--- src/aerp_pkg.sv ---
// Package: relocation type codes, status codes, input record type and byte swap.
package aerp_pkg;

	typedef logic [2:0] status_t;

	localparam status_t ST_OK        = 3'd0;
	localparam status_t ST_SHORT     = 3'd1;
	localparam status_t ST_THUMB     = 3'd2;
	localparam status_t ST_RANGE     = 3'd3;
	localparam status_t ST_UNHANDLED = 3'd4;

	typedef logic [7:0] kind_t;

	localparam kind_t K_PC24          = 8'd1;
	localparam kind_t K_ABS32         = 8'd2;
	localparam kind_t K_REL32         = 8'd3;
	localparam kind_t K_THM_CALL      = 8'd10;
	localparam kind_t K_DTPMOD32      = 8'd17;
	localparam kind_t K_DTPOFF32      = 8'd18;
	localparam kind_t K_COPY          = 8'd20;
	localparam kind_t K_GLOB_DAT      = 8'd21;
	localparam kind_t K_JUMP_SLOT     = 8'd22;
	localparam kind_t K_RELATIVE      = 8'd23;
	localparam kind_t K_BASE_PREL     = 8'd25;
	localparam kind_t K_GOT_BREL      = 8'd26;
	localparam kind_t K_CALL          = 8'd28;
	localparam kind_t K_JUMP24        = 8'd29;
	localparam kind_t K_THM_JUMP24    = 8'd30;
	localparam kind_t K_PREL31        = 8'd42;
	localparam kind_t K_MOVW_ABS      = 8'd43;
	localparam kind_t K_MOVT_ABS      = 8'd44;
	localparam kind_t K_THM_MOVW_ABS  = 8'd47;
	localparam kind_t K_THM_MOVT_ABS  = 8'd48;

	localparam logic [3:0] ROOM_PC24 = 4'd3;
	localparam logic [3:0] ROOM_WORD = 4'd4;

	typedef struct packed {
		kind_t              reloc_kind;
		logic [31:0]        place_word;
		logic [31:0]        target_addr;
		logic [31:0]        place_addr;
		logic signed [31:0] explicit_addend;
		logic               use_inplace_addend;
		logic               symbol_present;
		logic [31:0]        symbol_addr;
		logic [3:0]         room_bytes;
	} reloc_t;

	function automatic logic [31:0] swap32(input logic [31:0] v);
		return {v[7:0], v[15:8], v[23:16], v[31:24]};
	endfunction

endpackage

--- src/aerp_reloc_if.sv ---
// Interface: relocation input channel.
interface aerp_reloc_if;
	logic               valid;
	logic               ready;
	logic [7:0]         reloc_kind;
	logic [31:0]        place_word;
	logic [31:0]        target_addr;
	logic [31:0]        place_addr;
	logic signed [31:0] explicit_addend;
	logic               use_inplace_addend;
	logic               symbol_present;
	logic [31:0]        symbol_addr;
	logic [3:0]         room_bytes;

	modport source (
		output valid, reloc_kind, place_word, target_addr, place_addr, explicit_addend,
			use_inplace_addend, symbol_present, symbol_addr, room_bytes,
		input ready
	);
	modport sink (
		input valid, reloc_kind, place_word, target_addr, place_addr, explicit_addend,
			use_inplace_addend, symbol_present, symbol_addr, room_bytes,
		output ready
	);
endinterface

--- src/aerp_result_if.sv ---
// Interface: patched word result channel.
interface aerp_result_if;
	logic        valid;
	logic        ready;
	logic [31:0] patched_word;
	logic [2:0]  status;

	modport source (output valid, patched_word, status, input ready);
	modport sink (input valid, patched_word, status, output ready);
endinterface

--- src/aerp_cfg_if.sv ---
// Interface: configuration write channel.
interface aerp_cfg_if;
	logic valid;
	logic ready;
	logic big_endian;

	modport source (output valid, big_endian, input ready);
	modport sink (input valid, big_endian, output ready);
endinterface

--- src/aerp_patch.sv ---
// Combinational relocation patch logic: addend select, shared adder, field insert.
module aerp_patch (
	input  aerp_pkg::reloc_t  rec,
	input  logic              big_endian,
	output logic [31:0]       patched_word,
	output aerp_pkg::status_t status
);

	logic [31:0] w;
	logic [31:0] w_ord;
	logic [31:0] br_cur;
	logic [31:0] thm_cur;
	logic [31:0] mov_cur;
	logic [31:0] tmov_cur;
	logic [31:0] base;
	logic [31:0] addend;
	logic [31:0] subtr;
	logic [31:0] sum;
	logic [31:0] sum_ord;
	logic [15:0] mov_h;
	logic [15:0] tmov_h;
	logic [6:0]  br_top;
	logic [3:0]  room_need;

	assign w        = rec.place_word;
	assign w_ord    = big_endian ? aerp_pkg::swap32(w) : w;
	assign br_cur   = {{6{w[23]}}, w[23:0], 2'b00};
	assign thm_cur  = {{10{w[10]}}, w[9:0], w[26:16], 1'b0};
	assign mov_cur  = {16'd0, w[19:16], w[11:0]};
	assign tmov_cur = {{16{w[3]}}, w[3:0], w[10], w[30:28], w[23:16]};

	always_comb begin
		base   = rec.target_addr;
		addend = rec.explicit_addend;
		subtr  = 32'd0;
		case (rec.reloc_kind) inside
			aerp_pkg::K_ABS32, aerp_pkg::K_RELATIVE: begin
				addend = rec.use_inplace_addend ? w_ord : rec.explicit_addend;
			end
			aerp_pkg::K_REL32: begin
				addend = rec.use_inplace_addend ? w_ord : rec.explicit_addend;
				subtr  = rec.place_addr;
			end
			aerp_pkg::K_PREL31: begin
				base   = {rec.target_addr[31:1], 1'b0};
				addend = rec.use_inplace_addend ? w : rec.explicit_addend;
				subtr  = rec.place_addr;
			end
			aerp_pkg::K_PC24, aerp_pkg::K_CALL, aerp_pkg::K_JUMP24: begin
				// in-place form carries +8 that cancels the pipeline -8
				addend = rec.use_inplace_addend ? br_cur : rec.explicit_addend - 32'd8;
				subtr  = rec.place_addr;
			end
			aerp_pkg::K_THM_CALL, aerp_pkg::K_THM_JUMP24: begin
				addend = rec.use_inplace_addend ? thm_cur : rec.explicit_addend;
				subtr  = rec.place_addr;
			end
			aerp_pkg::K_MOVW_ABS, aerp_pkg::K_MOVT_ABS: begin
				addend = rec.use_inplace_addend ? mov_cur : rec.explicit_addend;
			end
			aerp_pkg::K_THM_MOVW_ABS, aerp_pkg::K_THM_MOVT_ABS: begin
				addend = rec.use_inplace_addend ? tmov_cur : rec.explicit_addend;
			end
			default: begin
				addend = rec.explicit_addend;
			end
		endcase
	end

	assign sum     = base + addend - subtr;
	assign sum_ord = big_endian ? aerp_pkg::swap32(sum) : sum;
	assign br_top  = sum[31:25];
	assign mov_h   = (rec.reloc_kind == aerp_pkg::K_MOVW_ABS) ? sum[15:0] : sum[31:16];
	assign tmov_h  = (rec.reloc_kind == aerp_pkg::K_THM_MOVW_ABS) ? sum[15:0] : sum[31:16];
	assign room_need = (rec.reloc_kind == aerp_pkg::K_PC24) ?
		aerp_pkg::ROOM_PC24 : aerp_pkg::ROOM_WORD;

	always_comb begin
		patched_word = w;
		status       = aerp_pkg::ST_OK;
		if (rec.room_bytes < room_need) begin
			status = aerp_pkg::ST_SHORT;
		end else begin
			case (rec.reloc_kind) inside
				aerp_pkg::K_COPY, aerp_pkg::K_GLOB_DAT, aerp_pkg::K_JUMP_SLOT,
				aerp_pkg::K_BASE_PREL, aerp_pkg::K_GOT_BREL: begin
					patched_word = big_endian ?
						aerp_pkg::swap32(rec.target_addr) : rec.target_addr;
				end
				aerp_pkg::K_ABS32, aerp_pkg::K_RELATIVE, aerp_pkg::K_REL32: begin
					patched_word = sum_ord;
				end
				aerp_pkg::K_PREL31: begin
					patched_word = sum;
				end
				aerp_pkg::K_PC24, aerp_pkg::K_CALL, aerp_pkg::K_JUMP24: begin
					if (rec.target_addr[0]) begin
						status = aerp_pkg::ST_THUMB;
					end else if (br_top != 7'h00 && br_top != 7'h7f) begin
						status = aerp_pkg::ST_RANGE;
					end else begin
						patched_word = {w[31:24], sum[25:2]};
					end
				end
				aerp_pkg::K_THM_CALL, aerp_pkg::K_THM_JUMP24: begin
					patched_word = {w[31:27], sum[11:1], w[15:11], sum[31], sum[21:12]};
				end
				aerp_pkg::K_MOVW_ABS, aerp_pkg::K_MOVT_ABS: begin
					patched_word = {w[31:20], mov_h[15:12], w[15:12], mov_h[11:0]};
				end
				aerp_pkg::K_THM_MOVW_ABS, aerp_pkg::K_THM_MOVT_ABS: begin
					patched_word = {w[31], tmov_h[10:8], w[27:24], tmov_h[7:0],
						w[15:11], tmov_h[11], w[9:4], tmov_h[15:12]};
				end
				aerp_pkg::K_DTPMOD32: begin
					patched_word = 32'd0;
				end
				aerp_pkg::K_DTPOFF32: begin
					if (rec.symbol_present)
						patched_word = rec.symbol_addr;
				end
				default: begin
					status = aerp_pkg::ST_UNHANDLED;
				end
			endcase
		end
	end

endmodule

--- src/arm_elf_relocation_patcher.sv ---
// Top level: ARM ELF relocation patcher with input and result registers.
// Each accepted relocation is captured in an input register, patched by one
// pass of combinational logic (one shared three-operand 32-bit adder plus
// field insertion) and captured in a result register. Throughput is one
// relocation per cycle while the result side keeps taking transfers. The
// big_endian register is written through the cfg channel, which is always
// ready, and must only be written while no relocation is in flight.
module arm_elf_relocation_patcher (
	input  logic                 clk,
	input  logic                 arst_n,
	aerp_cfg_if.sink             cfg,
	aerp_reloc_if.sink           reloc,
	aerp_result_if.source        result
);

	logic                 big_endian_q;
	logic                 valid_s1;
	aerp_pkg::reloc_t     rec_s1;
	logic                 valid_s2;
	logic [31:0]          word_s2;
	aerp_pkg::status_t    status_s2;
	logic                 adv_s1;
	logic [31:0]          patch_word;
	aerp_pkg::status_t    patch_status;

	assign cfg.ready = 1'b1;

	always_ff @(posedge clk or negedge arst_n) begin
		if (!arst_n) begin
			big_endian_q <= 1'b0;
		end else if (cfg.valid && cfg.ready) begin
			big_endian_q <= cfg.big_endian;
		end
	end

	assign adv_s1      = !valid_s2 || result.ready;
	assign reloc.ready = !valid_s1 || adv_s1;

	always_ff @(posedge clk or negedge arst_n) begin
		if (!arst_n) begin
			valid_s1 <= 1'b0;
		end else if (reloc.ready) begin
			valid_s1 <= reloc.valid;
		end
	end

	always_ff @(posedge clk) begin
		if (reloc.valid && reloc.ready) begin
			rec_s1 <= '{
				reloc_kind:         reloc.reloc_kind,
				place_word:         reloc.place_word,
				target_addr:        reloc.target_addr,
				place_addr:         reloc.place_addr,
				explicit_addend:    reloc.explicit_addend,
				use_inplace_addend: reloc.use_inplace_addend,
				symbol_present:     reloc.symbol_present,
				symbol_addr:        reloc.symbol_addr,
				room_bytes:         reloc.room_bytes
			};
		end
	end

	aerp_patch u_patch (
		.rec          (rec_s1),
		.big_endian   (big_endian_q),
		.patched_word (patch_word),
		.status       (patch_status)
	);

	always_ff @(posedge clk or negedge arst_n) begin
		if (!arst_n) begin
			valid_s2 <= 1'b0;
		end else if (adv_s1) begin
			valid_s2 <= valid_s1;
		end
	end

	always_ff @(posedge clk) begin
		if (adv_s1 && valid_s1) begin
			word_s2   <= patch_word;
			status_s2 <= patch_status;
		end
	end

	assign result.valid        = valid_s2;
	assign result.patched_word = word_s2;
	assign result.status       = status_s2;

	a_accept_fills_s1: assert property (@(posedge clk) disable iff (!arst_n)
		(reloc.valid && reloc.ready) |=> valid_s1)
		else $error("accepted relocation did not reach input register");

	a_s1_holds: assert property (@(posedge clk) disable iff (!arst_n)
		(valid_s1 && !adv_s1) |=> (valid_s1 && $stable(rec_s1)))
		else $error("stalled input register lost or changed its item");

	a_ready_when_empty: assert property (@(posedge clk) disable iff (!arst_n)
		!valid_s2 |-> reloc.ready)
		else $error("input not ready while result register empty");

	a_s1_moves: assert property (@(posedge clk) disable iff (!arst_n)
		(valid_s1 && adv_s1) |=> valid_s2)
		else $error("advancing item did not reach result register");

endmodule

--- src/flat_wrapper.sv ---
// flat-port wrapper written by rule: the top's interface ports become plain ports
module arm_elf_relocation_patcher_flat 
  (clk, arst_n, cfg_valid, cfg_big_endian, cfg_ready, reloc_valid, reloc_reloc_kind, reloc_place_word, reloc_target_addr, reloc_place_addr, reloc_explicit_addend, reloc_use_inplace_addend, reloc_symbol_present, reloc_symbol_addr, reloc_room_bytes, reloc_ready, result_valid, result_patched_word, result_status, result_ready);
  aerp_cfg_if cfg_i ();
  aerp_reloc_if reloc_i ();
  aerp_result_if result_i ();
  input  logic clk;
  input  logic arst_n;
  input wire logic [$bits(cfg_i.valid)-1:0] cfg_valid;
  input wire logic [$bits(cfg_i.big_endian)-1:0] cfg_big_endian;
  output wire logic [$bits(cfg_i.ready)-1:0] cfg_ready;
  input wire logic [$bits(reloc_i.valid)-1:0] reloc_valid;
  input wire logic [$bits(reloc_i.reloc_kind)-1:0] reloc_reloc_kind;
  input wire logic [$bits(reloc_i.place_word)-1:0] reloc_place_word;
  input wire logic [$bits(reloc_i.target_addr)-1:0] reloc_target_addr;
  input wire logic [$bits(reloc_i.place_addr)-1:0] reloc_place_addr;
  input wire logic [$bits(reloc_i.explicit_addend)-1:0] reloc_explicit_addend;
  input wire logic [$bits(reloc_i.use_inplace_addend)-1:0] reloc_use_inplace_addend;
  input wire logic [$bits(reloc_i.symbol_present)-1:0] reloc_symbol_present;
  input wire logic [$bits(reloc_i.symbol_addr)-1:0] reloc_symbol_addr;
  input wire logic [$bits(reloc_i.room_bytes)-1:0] reloc_room_bytes;
  output wire logic [$bits(reloc_i.ready)-1:0] reloc_ready;
  output wire logic [$bits(result_i.valid)-1:0] result_valid;
  output wire logic [$bits(result_i.patched_word)-1:0] result_patched_word;
  output wire logic [$bits(result_i.status)-1:0] result_status;
  input wire logic [$bits(result_i.ready)-1:0] result_ready;
  assign cfg_i.valid = cfg_valid;
  assign cfg_i.big_endian = cfg_big_endian;
  assign cfg_ready = cfg_i.ready;
  assign reloc_i.valid = reloc_valid;
  assign reloc_i.reloc_kind = reloc_reloc_kind;
  assign reloc_i.place_word = reloc_place_word;
  assign reloc_i.target_addr = reloc_target_addr;
  assign reloc_i.place_addr = reloc_place_addr;
  assign reloc_i.explicit_addend = reloc_explicit_addend;
  assign reloc_i.use_inplace_addend = reloc_use_inplace_addend;
  assign reloc_i.symbol_present = reloc_symbol_present;
  assign reloc_i.symbol_addr = reloc_symbol_addr;
  assign reloc_i.room_bytes = reloc_room_bytes;
  assign reloc_ready = reloc_i.ready;
  assign result_valid = result_i.valid;
  assign result_patched_word = result_i.patched_word;
  assign result_status = result_i.status;
  assign result_i.ready = result_ready;
  arm_elf_relocation_patcher u_core (.clk(clk), .arst_n(arst_n), .cfg(cfg_i), .reloc(reloc_i), .result(result_i));
endmodule
--- config.mk ---
export PLATFORM = sky130hd
export DESIGN_NAME = arm_elf_relocation_patcher_flat
export DESIGN_NICKNAME = d
export VERILOG_FILES = /design/src/aerp_pkg.sv /design/src/aerp_reloc_if.sv /design/src/aerp_result_if.sv /design/src/aerp_cfg_if.sv /design/src/aerp_patch.sv /design/src/arm_elf_relocation_patcher.sv /design/src/flat_wrapper.sv
export SDC_FILE = /design/constraint.sdc
export NUM_CORES = 1
export LEC_CHECK = 0
export BUFFER_PORTS_ARGS = -buffer_cell sky130_fd_sc_hd__buf_2
export CORE_MARGIN = 10
export CORE_UTILIZATION = 31
export DETAILED_ROUTE_END_ITERATION = 6
export REMOVE_ABC_BUFFERS = 1
export SYNTH_ARGS = -nofsm -noshare
export SYNTH_HDL_FRONTEND = slang
export SYNTH_HIERARCHICAL = 1
export SYNTH_SLANG_ARGS = --single-unit
--- constraint.sdc ---
create_clock -name clk -period 16.1 [get_ports clk]
set_input_delay 2.415 -clock clk [delete_from_list [all_inputs] [get_ports clk]]
set_output_delay 2.415 -clock clk [all_outputs]
set_load 0.005 [all_outputs]
==> results.md, run 1 <==
### STA
• worst clock skew: 0.0136 ns
• Post-Route Hold Slack: 0.546 ns
• Final Slew Violations: 0
• Final Hold Fails: 0
• ratio of final minimum period to clock period: 50.3%
• final setup violating endpoints: 0
• worst relative slew slack: 14.2%
• measured slew at the worst slew-check pin: 1.28 ns
• Setup WS post-layout: 8.00 ns
• time the worst path needs with I/O delays and setup: 8.10 ns
• maximum clock frequency: 0.123 GHz
• setup TNS: 0 ns
• unrepaired setup endpoints after global routing: false

### Worst setup path
• worst reg2reg path startpoint: u_core/rec_s1[170]
• biggest fanout along the worst timing path: 46
• crit end category: flip-flop
• Setup CP Type: flip-flop to flip-flop
• signal arrival time at the worst endpoint: 8.50 ns
• R2R cell count: 20
• capture point of the worst reg-to-reg path: u_core/result.patched_word[9]
• setup slack of the worst register-to-register path: 8.00 ns
• data required time of the critical path: 16.49 ns
• Critical Path Start Type: flip-flop

### Logic synthesis
• Mapped Avg Cell Area: 9.22 um^2
• Syn Std Cell Area: 16200 um^2
• register area share after synthesis: 39.1%
• main flop type after synthesis: edfxtp_1
• top cell type's share of synthesized area: 38.7%
• number of flops mapped to enable cells by yosys: 209
• most area-hungry cell type in the Yosys netlist: edfxtp_1
• Synth async-reset ratio: 1.42%
• biggest area contributors in the synthesized netlist: edfxtp_1 39%, mux2i_1 5.7%, a21oi_1 4.8%, nand2_1 4.5%, o21ai_0 3.9%
• number of synthesized register bits: 212
• Cell variety after synth: 88
• cells after synthesis: 1761
• Synth warnings: 6

### Final layout
• # nets final: 2157
• number of antenna diodes: 0
• area added between synthesis and finish: 16.1%
• share of post-route cells with drive strength above 1: 17.6%
• number of standard cells in the layout, taps in and fillers out: 2611
• total of fill cells in the finished design: 5195

### Global routing
• GR Overflow Total: 0
• number of antenna violations at the first check in global routing: 0
• global-route wire length before repair: 112000 um
• via count of the first global-routing pass: 15900
• pin count of the biggest net entering global routing: 78
• Tot GR Track Use: 24.1%

### Place
• placed cell count: 2562
• placed wire-length estimate after detailed placement: 58500 um
• Post-Place Setup Slack: 8.30 ns
• number of buffers inserted by port buffering: 216
• gp weighted congestion: 1.05

### Detailed routing
• First-pass DRT Iterations: 6
• DR vias: 16200
• DRT Wirelength: 78800 um
• antenna viol nets, final: 0
• Vias per Instance: 6.22
• routed length per placed instance: 30.2 um
• DRC violation count after routing: 0
• first-iteration detailed-routing DRC count: 2267

### Floorplanning
• number of ports placed on the die boundary: 218
• initial standard-cell utilization of the core: 31.5%
• number of rows in the core area: 83
• die width: 249 um
• overall die height: 249 um
• Core ar.: 51600 um^2
• Die ar.: 61900 um^2

### Clock network
• number of resized instances in the post-cts repair step: 0
• maximum level of the CTS H-tree: 1
• Max Root-Sink Buffers: 3
• clk sinks: 212
• clock tree from TritonCTS: built
• register clock-pin slew on the reported worst setup and hold paths: 0.06 ns
• number of buffers inserted to repair setup after CTS: 0
• worst skew pair latency: 0.58 ns
• clock buffer count from CTS: 27
• clock root buffer master: clkbuf_16
• Hold Buf Count CTS: 0

### Min path
• start point of the worst min-delay path: u_core/valid_s1
• Worst Hold Depth: 1
• min-delay worst type: flip-flop to flip-flop
• Min-Delay Endpoint: u_core/result.valid

### Outcome
• status: complete, no violations

### Pwr
• Cell Pwr Density: 106 nW/um^2
• leakage power of the design: 7.01 nW
• Max IR drop VDD: 0.0603 mV

### Run
• max-capacitance violation count: 0

through the flow:
| stage | instance area [um^2] | power (mW) | util, % |
|---|---|---|---|
| after floorplan | 15700 | 1.08 | - |
| after global routing | 18900 | 2.08 | 36.5 |
| after detailed placement | 18000 | 1.37 | 34.8 |
| after CTS | 18900 | 2.00 | 36.5 |
| final | 18900 | 2.00 | 36.5 |
| after global placement | 18000 | 1.37 | 34.8 |
layout by cell type, fill, tap and decap left out, types with 30 or more instances in the layout:
| master | count |
|---|---|
| buf_2 | 216 |
| edfxtp_1 | 209 |
| nand2_1 | 194 |
| a21oi_1 | 157 |
| nor2_1 | 126 |
| o21ai_0 | 125 |
| mux2i_1 | 92 |
| inv_1 | 45 |
| nand3_1 | 38 |
| buf_4 | 35 |
| ha_1 | 35 |
| nor3_1 | 33 |
| fa_1 | 31 |
| a211oi_1 | 30 |
Yosys cell counts (7+ instances only):
library cell and count:
nand3_1 38, fa_1 31, o21ai_0 126, a22oi_1 12, a211oi_1 31, a32oi_1 12, nand2_1 194, o22ai_1 25
xnor2_1 23, a221oi_1 24, nor2b_1 12, buf_1 16, o211ai_1 21, or3_1 14, xor2_1 20, nor2_1 130
a21oi_1 157, nor3b_1 8, o221ai_1 27, nand2b_1 19, inv_1 45, and2_1 23, a21o_1 12, o31ai_1 16
o21bai_1 7, clkbuf_1 109, a31oi_1 22, ha_1 35, a221o_1 12, mux2_2 15, o21ai_1 10, nor3_1 33
a211o_1 7, edfxtp_1 209, and3_1 21, mux2i_1 92, nor4_1 11, o21a_1 11, nand4_1 14
worst max path at each step:
stage	startpoint	end	slack, ns	cells after the start
2_1_floorplan	u_core/big_endian_q	u_core/result.patched_word[21]	7.27	18
3_3_place_gp	u_core/rec_s1[168]	u_core/result.patched_word[9]	8.35	20
3_5_place_dp	u_core/rec_s1[168]	u_core/result.patched_word[9]	8.30	20
4_1_cts	u_core/rec_s1[168]	u_core/result.patched_word[9]	8.23	20
5_1_grt	u_core/rec_s1[167]	u_core/result.patched_word[9]	7.49	22
6_report	u_core/rec_s1[170]	u_core/result.patched_word[9]	8.00	20
report_power, final:
part	leakage, nW	internal, mW	switching (mW)	total [mW]
registers	2.04	0.658	0.0583	0.716
clock network	0.421	0.357	0.260	0.617
logic	4.55	0.211	0.461	0.672
total	7.01	1.23	0.779	2.00
final cells by class:
class	instances	area, um^2	area share, %
Tap cell	680	851	4.51
Sequential cell	212	6350	33.7
Clock inverter	19	194	1.03
Clock buffer	30	687	3.64
Timing Repair Buffer	251	1340	7.13
Multi-Input combinational cell	1372	9250	49.0
Inverter	47	176	0.936
sequential cells by signal, summed over array words and instances, names as in the netlist:
signal and flops:
u_core/big_endian_q 1, u_core/result.status 3, u_core/result.valid 1, u_core/valid_s1 1, u_core/result.patched_word 32, u_core/rec_s1 174
logic make-up after synthesis:
logic type	count (synthesis)	synth area share, %
AO/OA/AOI/OAI	595	24.0
XOR/XNOR	44	2.49
adder cells (fa/ha/maj)	66	6.52
buffers and inverters	177	4.22
flip-flops	212	39.1
multiplexers	114	7.22
other	1	0.0231
AND/OR/NAND/NOR	552	16.4
critical path, stage by stage, from the launching register on:
cell and delay [ns]:
edfxtp_1 0.62, nor4b_1 0.69, o21a_4 0.43, buf_4 0.56, nand2b_1 0.24, o21ai_0 0.17
a221oi_1 0.12, nand2_1 0.10, o21ai_0 0.35, fa_1 0.62, ha_1 0.39, o211ai_1 0.14
o211ai_1 0.39, a32oi_1 0.30, o21ai_0 0.55, o21ai_0 0.28, xnor2_1 0.59, nand4_1 0.26
mux2_4 0.54, mux2_2 0.34, o31ai_1 0.22
layer usage:
metal	part of all wire, %	GRT usage [%]	wire length (um)
met5	0	0	0
met4	5.2	11.0	4120
met3	9.9	5.27	7790
met2	46	39.1	36300
met1	39	30.0	30600
Note: power is estimated with default switching activity, not from simulation.
==> run 2, diff against run 1 <==
==> constraint.sdc (replaced) <==
create_clock -name clk -period 6.7 [get_ports clk]
set_input_delay 1.005 -clock clk [delete_from_list [all_inputs] [get_ports clk]]
set_output_delay 1.005 -clock clk [all_outputs]
set_load 0.005 [all_outputs]
==> results.md, run 2 (synthesized netlist as in run 1, its figures left out) <==
### Outcome
• status: finished, violations left
• violated checks: design-rule violations

### Floorplanning
• Core ar.: 51600 um^2, unchanged
• initial standard-cell utilization of the core: 31.5%, unchanged
• Die ar.: 61900 um^2, unchanged
• number of ports placed on the die boundary: 218, unchanged
• overall die height: 249 um, unchanged
• die width: 249 um, unchanged
• number of rows in the core area: 83, unchanged

### Final layout
• post-route core utilization: 42.0%, +5.5 points
• flip-flop count of the largest register, all copies and words added: 174, unchanged
• commonest cells after routing, fill and taps aside: 332 x buf_4, 216 x buf_2, 209 x edfxtp_1
• post-route cell area: 21700 um^2, +15%
• share of post-route cells with drive strength above 1: 30.9%, +13 points
• number of antenna diodes: 0, unchanged
• most common cell after layout, fill and taps aside: buf_4
• total of fill cells in the finished design: 5104, -1.8%
• register bank with the most flops: u_core/rec_s1
• # nets final: 2472, +15%
• area added between synthesis and finish: 33.5%

### Detailed routing
• Vias per Instance: 5.83, -6.4%
• DRC violation count after routing: 7, +7
• DRT Wirelength: 81600 um, +3.6%
• DR vias: 17000, +4.9%
• first-iteration detailed-routing DRC count: 1849, -18%
• antenna viol nets, final: 0, unchanged
• First-pass DRT Iterations: 7, +1
• routed length per placed instance: 27.9 um, -7.6%

### Pwr
• Cell Pwr Density: 252 nW/um^2, +140%
• Max IR drop VDD: 0.204 mV, +240%
• leakage power of the design: 8.67 nW, +24%

### Worst setup path
• data required time of the critical path: 7.00 ns, -9.49 ns
• R2R cell count: 27, +35%
• biggest fanout along the worst timing path: 14, -70%
• crit end category: flip-flop
• setup slack of the worst register-to-register path: 0.23 ns, -7.77 ns
• critical path endpoint: u_core/result.patched_word[19]
• Setup CP Type: flip-flop to flip-flop
• capture point of the worst reg-to-reg path: u_core/result.patched_word[19]
• signal arrival time at the worst endpoint: 6.77 ns, -1.73 ns
• Worst setup startpoint: u_core/rec_s1[170]
• Critical Path Start Type: flip-flop
• worst reg2reg path startpoint: u_core/rec_s1[170]

### STA
• worst clock skew: 0.0178 ns, +0.00417 ns
• Setup WS post-layout: 0.230 ns, -7.77 ns
• Final Slew Violations: 0, unchanged
• maximum clock frequency: 0.155 GHz, +25%
• Final Hold Fails: 0, unchanged
• Post-Route Hold Slack: 0.236 ns, -0.310 ns
• measured slew at the worst slew-check pin: 1.04 ns, -0.235 ns
• final setup violating endpoints: 0, unchanged
• time the worst path needs with I/O delays and setup: 6.47 ns, -1.63 ns
• ratio of final minimum period to clock period: 96.6%, +46 points
• setup TNS: 0 ns, unchanged
• worst relative slew slack: 30.3%, +16 points

### Clock network
• maximum level of the CTS H-tree: 1, unchanged
• worst skew pair latency: 0.56 ns, -0.02 ns
• clock root buffer master: clkbuf_16
• Hold Buf Count CTS: 0, unchanged
• clock tree from TritonCTS: built
• clk sinks: 212, unchanged
• register clock-pin slew on the reported worst setup and hold paths: 0.06 ns, about the same
• clock buffer count from CTS: 26, -3.7%
• Max Root-Sink Buffers: 3, unchanged

### Global routing
• pin count of the biggest net entering global routing: 112, +44%
• GR Overflow Total: 0, unchanged
• via count of the first global-routing pass: 16900, +6.3%
• global-route wire length before repair: 115000 um, +2.4%
• Tot GR Track Use: 24.6%, +0.49 points
• number of antenna violations at the first check in global routing: 0, unchanged

### Place
• gp weighted congestion: 0.997, -5.2%
• placed wire-length estimate after detailed placement: 62300 um, +6.5%
• placed inst area: 20400 um^2, +14%
• number of buffers inserted by port buffering: 216, unchanged
• Post-Place Setup Slack: -0.0783 ns, -8.38 ns

### Min path
• min-delay worst type: input pin to async pin

### Run
• max-capacitance violation count: 0, unchanged

[run 2: changes by cell type in the layout (fill, tap and decap cells not counted), sizes merged]
cell / delta
buf: +313
bufinv: +2
clkinv: -1
clkinvlp: -2
mux2: +3
[run 2: worst min-delay path by stage]
| stage | endpoint | slack (ns) | cells after the start |
|---|---|---|---|
| floorplan | u_core/result.valid | 0.51 | 1 |
| global placement | u_core/result.valid | 0.52 | 1 |
| detailed placement | u_core/result.valid | 0.54 | 1 |
| CTS | u_core/valid_s1 | 0.21 | 1 |
| global route | u_core/result.valid | 0.22 | 1 |
| finish | u_core/result.valid | 0.24 | 1 |
[run 2: routing by layer]
layer	part of all wire [%]	GRT usage, %
met5	0	0
met2	47	40.9
met1	40	31.0
met4	5.1	10.7
met3	7.5	3.79
[run 2: critical path, cell delays in order (launching register included)]
cell,delay (ns)
edfxtp_1,0.57
nor4b_2,0.42
buf_4,0.17
and4_1,0.25
buf_12,0.18
nor2_1,0.10
buf_12,0.18
nand3_1,0.16
nand2_1,0.08
a22o_1,0.29
fa_1,0.52
fa_1,0.45
a211oi_2,0.27
o211ai_1,0.12
buf_4,0.16
a32oi_2,0.28
buf_4,0.16
buf_4,0.10
o211ai_1,0.07
o211a_1,0.16
buf_4,0.14
a31oi_1,0.21
nand4_1,0.20
buf_4,0.21
mux2_4,0.35
buf_4,0.17
mux2i_1,0.14
o21ai_1,0.09
[run 2: power by group]
part | internal (mW) | switching (mW)
combinational | 0.979 | 1.26
clock | 0.928 | 0.589
sequential | 1.58 | 0.115
total | 3.49 | 1.97
[run 2: per-stage QoR]
step / cells / power, mW
2_1_floorplan: 1631 / 2.59
3_3_place_gp: 2863 / 3.83
3_5_place_dp: 2863 / 3.83
4_1_cts: 2911 / 5.38
5_1_grt: 2926 / 5.67
6_report: 2926 / 5.46
[run 2: cell type report]
type,instances,area [um^2],area share (%)
Tap cell,680,851,3.92
Multi-Input combinational cell,1375,9490,43.8
Sequential cell,212,6350,29.3
Timing Repair Buffer,564,3890,18.0
Clock buffer,30,687,3.17
Inverter,47,176,0.814
Clock inverter,18,226,1.04
[run 2: repair_timing]
item | CTS | global route
resized for setup | 6 | 49
cloned | 0 | 3
endpoints found under the setup margin | 19 | 30
setup buffers | 0 | 12
pin swaps | 0 | 11
==> run 3, diff against run 2 <==
--- a/config.mk
+++ b/config.mk
@@ -6,8 +6,9 @@
 export NUM_CORES = 1
 export LEC_CHECK = 0
 export BUFFER_PORTS_ARGS = -buffer_cell sky130_fd_sc_hd__buf_2
-export CORE_MARGIN = 10
+export CORE_MARGIN = 2
 export CORE_UTILIZATION = 31
+export CTS_CLUSTER_DIAMETER = 120
 export DETAILED_ROUTE_END_ITERATION = 6
 export REMOVE_ABC_BUFFERS = 1
 export SYNTH_ARGS = -nofsm -noshare
==> results.md, run 3 (synthesized netlist as in run 1, its figures left out) <==
### Global routing
• via count of the first global-routing pass: 16500, -2.3%
• pin count of the biggest net entering global routing: 92, -18%
• global-route wire length before repair: 112000 um, -2.6%
• number of antenna violations at the first check in global routing: 1, +1
• Tot GR Track Use: 28.4%, +3.8 points
• GR Overflow Total: 0, unchanged

### Detailed routing
• first-iteration detailed-routing DRC count: 2001, +8.2%
• DRT Wirelength: 80000 um, -2.0%
• antenna viol nets, final: 0, unchanged
• DR top layer: met4
• routed length per placed instance: 27.4 um, -1.6%
• Vias per Instance: 5.93, +1.8%
• total routed wire length on the met1 layer: 31900 um, -3.2%
• met3 wire length: 6770 um, +10%
• DRC violation count after routing: 0, -7
• DR vias: 17300, +1.5%
• First-pass DRT Iterations: 5, -2
• met2 wire len: 36500 um, -4.9%

### Floorplanning
• Die ar.: 54200 um^2, -12%
• Core ar.: 51500 um^2, -0.20%
• overall die height: 233 um, -6.4%
• die width: 233 um, -6.4%
• number of ports placed on the die boundary: 218, unchanged
• number of rows in the core area: 83, unchanged
• initial standard-cell utilization of the core: 31.5%, +0.063 points

### Pwr
• clock network power share: 25.7%, -2.1 points
• Comb power frac: 41.8%, +0.7 points
• total internal power: 3.23 mW, -7.3%
• total chip power: 5.24 mW, -3.9%
• proportion of power drawn by flip-flops and latches: 32.4%, +1.3 points
• Max IR drop VDD: 0.193 mV, -5.4%
• leakage power of the design: 8.53 nW, -1.5%
• switching power of the nets: 2.01 mW, +1.9%
• switching portion of total power: 38.3%, +2.2 points
• Cell Pwr Density: 244 nW/um^2, -2.8%

### Final layout
• number of standard cells in the layout, taps in and fillers out: 2916, -0.34%
• most common cell after layout, fill and taps aside: buf_4
• area added between synthesis and finish: 32.0%
• register bank with the most flops: u_core/rec_s1
• share of post-route cells with drive strength above 1: 30.8%, -0.086 points
• # nets final: 2462, -0.40%
• number of antenna diodes: 0, unchanged
• commonest cells after routing, fill and taps aside: 328 x buf_4, 216 x buf_2, 209 x edfxtp_1
• flip-flop count of the largest register, all copies and words added: 174, unchanged

### Clock network
• Hold Buf Count CTS: 0, unchanged
• register clock-pin slew on the reported worst setup and hold paths: 0.07 ns, about the same
• clock buffer count from CTS: 26, unchanged
• Max Root-Sink Buffers: 3, unchanged
• clock tree from TritonCTS: built
• clock root buffer master: clkbuf_16
• clk sinks: 212, unchanged
• worst skew pair latency: 0.60 ns, +0.04 ns
• maximum level of the CTS H-tree: 1, unchanged

### Place
• gp weighted congestion: 1.01, +1.4%
• placed wire-length estimate after detailed placement: 60100 um, -3.6%
• Post-Place Setup Slack: -0.0189 ns, +0.0594 ns
• number of buffers inserted by port buffering: 216, unchanged
• placed cell count: 2852, -0.38%

### Worst setup path
• crit end category: flip-flop
• CP most frequent cell: buf_4
• data required time of the critical path: 7.13 ns, +0.13 ns
• Crit path largest cell delay: 0.47 ns, -0.10 ns
• buffers plus inverters on the worst setup path: 5, -4
• Crit-path slowest cell: or4b_4
• Setup CP Type: flip-flop to flip-flop
• biggest fanout along the worst timing path: 5, -9
• Critical Path Start Type: flip-flop
• family with the most delay on the worst path: simple AND/OR/NAND/NOR gates
• signal arrival time at the worst endpoint: 6.94 ns, +0.17 ns

### STA
• final setup violating endpoints: 0, unchanged
• maximum clock frequency: 0.154 GHz, -0.51%
• Setup WS post-layout: 0.196 ns, -0.0334 ns
• measured slew at the worst slew-check pin: 1.11 ns, +0.0703 ns
• Final Slew Violations: 0, unchanged
• Post-Route Hold Slack: 0.193 ns, -0.0427 ns
• ratio of final minimum period to clock period: 97.1%, +0.50 points
• worst relative slew slack: 25.8%, -4.4 points
• Final Hold Fails: 0, unchanged
• time the worst path needs with I/O delays and setup: 6.50 ns, +0.0334 ns
• worst clock skew: 0.0405 ns, +0.0228 ns

### Run
• max-capacitance violation count: 0, unchanged

### Min path
• min-delay worst type: input pin to async pin

### Outcome
• status: complete, no violations

==> run 3: changes by cell type in the layout (fill, tap and decap cells not counted), moves of 2 or more <==
cell       previous run  this run
buf_12               16         9
bufinv_16             5         0
nor3_1               32        27
nor3_2                1         6
buf_4               332       328
clkinv_2              3         6
clkinv_4              1         4
o21ai_1              12        15
o21ai_2               4         1
a21oi_2               4         6
a221oi_1             24        22
a221oi_2              0         2
==> run 3: through the flow <==
step	TNS (ns)	area [um^2]	util, %
detailed placement	-0.0189	20300	39.3
CTS	0	21100	40.9
global placement	-0.0250	20300	39.3
finish	0	21400	41.6
floorplan	-62.71	15700	-
global route	-0.273	21400	41.6
==> run 3: per-layer routing <==
| layer | vias to the layer above | global-route usage, % |
|---|---|---|
| met3 | 230 | 4.60 |
| li1 | 7664 | - |
| met1 | 8429 | 36.8 |
| met4 | 0 | 13.9 |
| met2 | 970 | 46.0 |
| met5 | - | 0 |
==> run 3: power by group through the flow <==
stage | combinational [mW] | clock (mW) | sequential (mW)
after global placement | 2.03 | 0 | 1.72
after global routing | 2.31 | 1.42 | 1.70
after CTS | 2.05 | 1.38 | 1.70
after detailed placement | 2.03 | 0 | 1.72
after floorplan | 0.902 | 0 | 1.69
final | 2.19 | 1.35 | 1.70
==> run 3: layout make-up <==
type | instances | area (um^2)
inverters | 47 | 176
fillers | 5285 | 30100
clock buffers | 28 | 658
flip-flops and latches | 212 | 6350
multi-input cells | 1375 | 9520
clock inverters | 20 | 139
repair buffers | 554 | 3730
well taps | 680 | 851
==> run 3: path summary, 6_finish.rpt <==
check	start	end	slack (ns)	cells past startpoint
worst max-delay path	u_core/rec_s1[42]	u_core/result.patched_word[7]	0.20	28
worst max register to register	u_core/rec_s1[42]	u_core/result.patched_word[7]	0.20	28
worst min register to register	u_core/valid_s1	u_core/result.valid	0.58	1
max in group asynchronous	arst_n	u_core/big_endian_q	6.38	1
worst min-delay path	arst_n	u_core/big_endian_q	0.19	1
min in group clk	reloc_symbol_addr[6]	u_core/rec_s1[10]	0.57	1
==> run 3: repair_timing <==
item	CTS	global route
setup buffers	0	13
endpoints found under the setup margin	20	29
resized for setup	4	54
cloned	0	3
pin swaps	0	13
==> run 3: worst reg2reg max path: cells and delay by family, from the launching register on <==
kind                     cells  cell delay, ns
AND/OR/NAND/NOR              8            1.78
AO/OA/AOI/OAI                9            1.67
adder cells (fa/ha/maj)      3            0.91
buffers and inverters        5            0.76
multiplexers                 2            0.69
flip-flops                   1            0.39
XOR/XNOR                     1            0.12
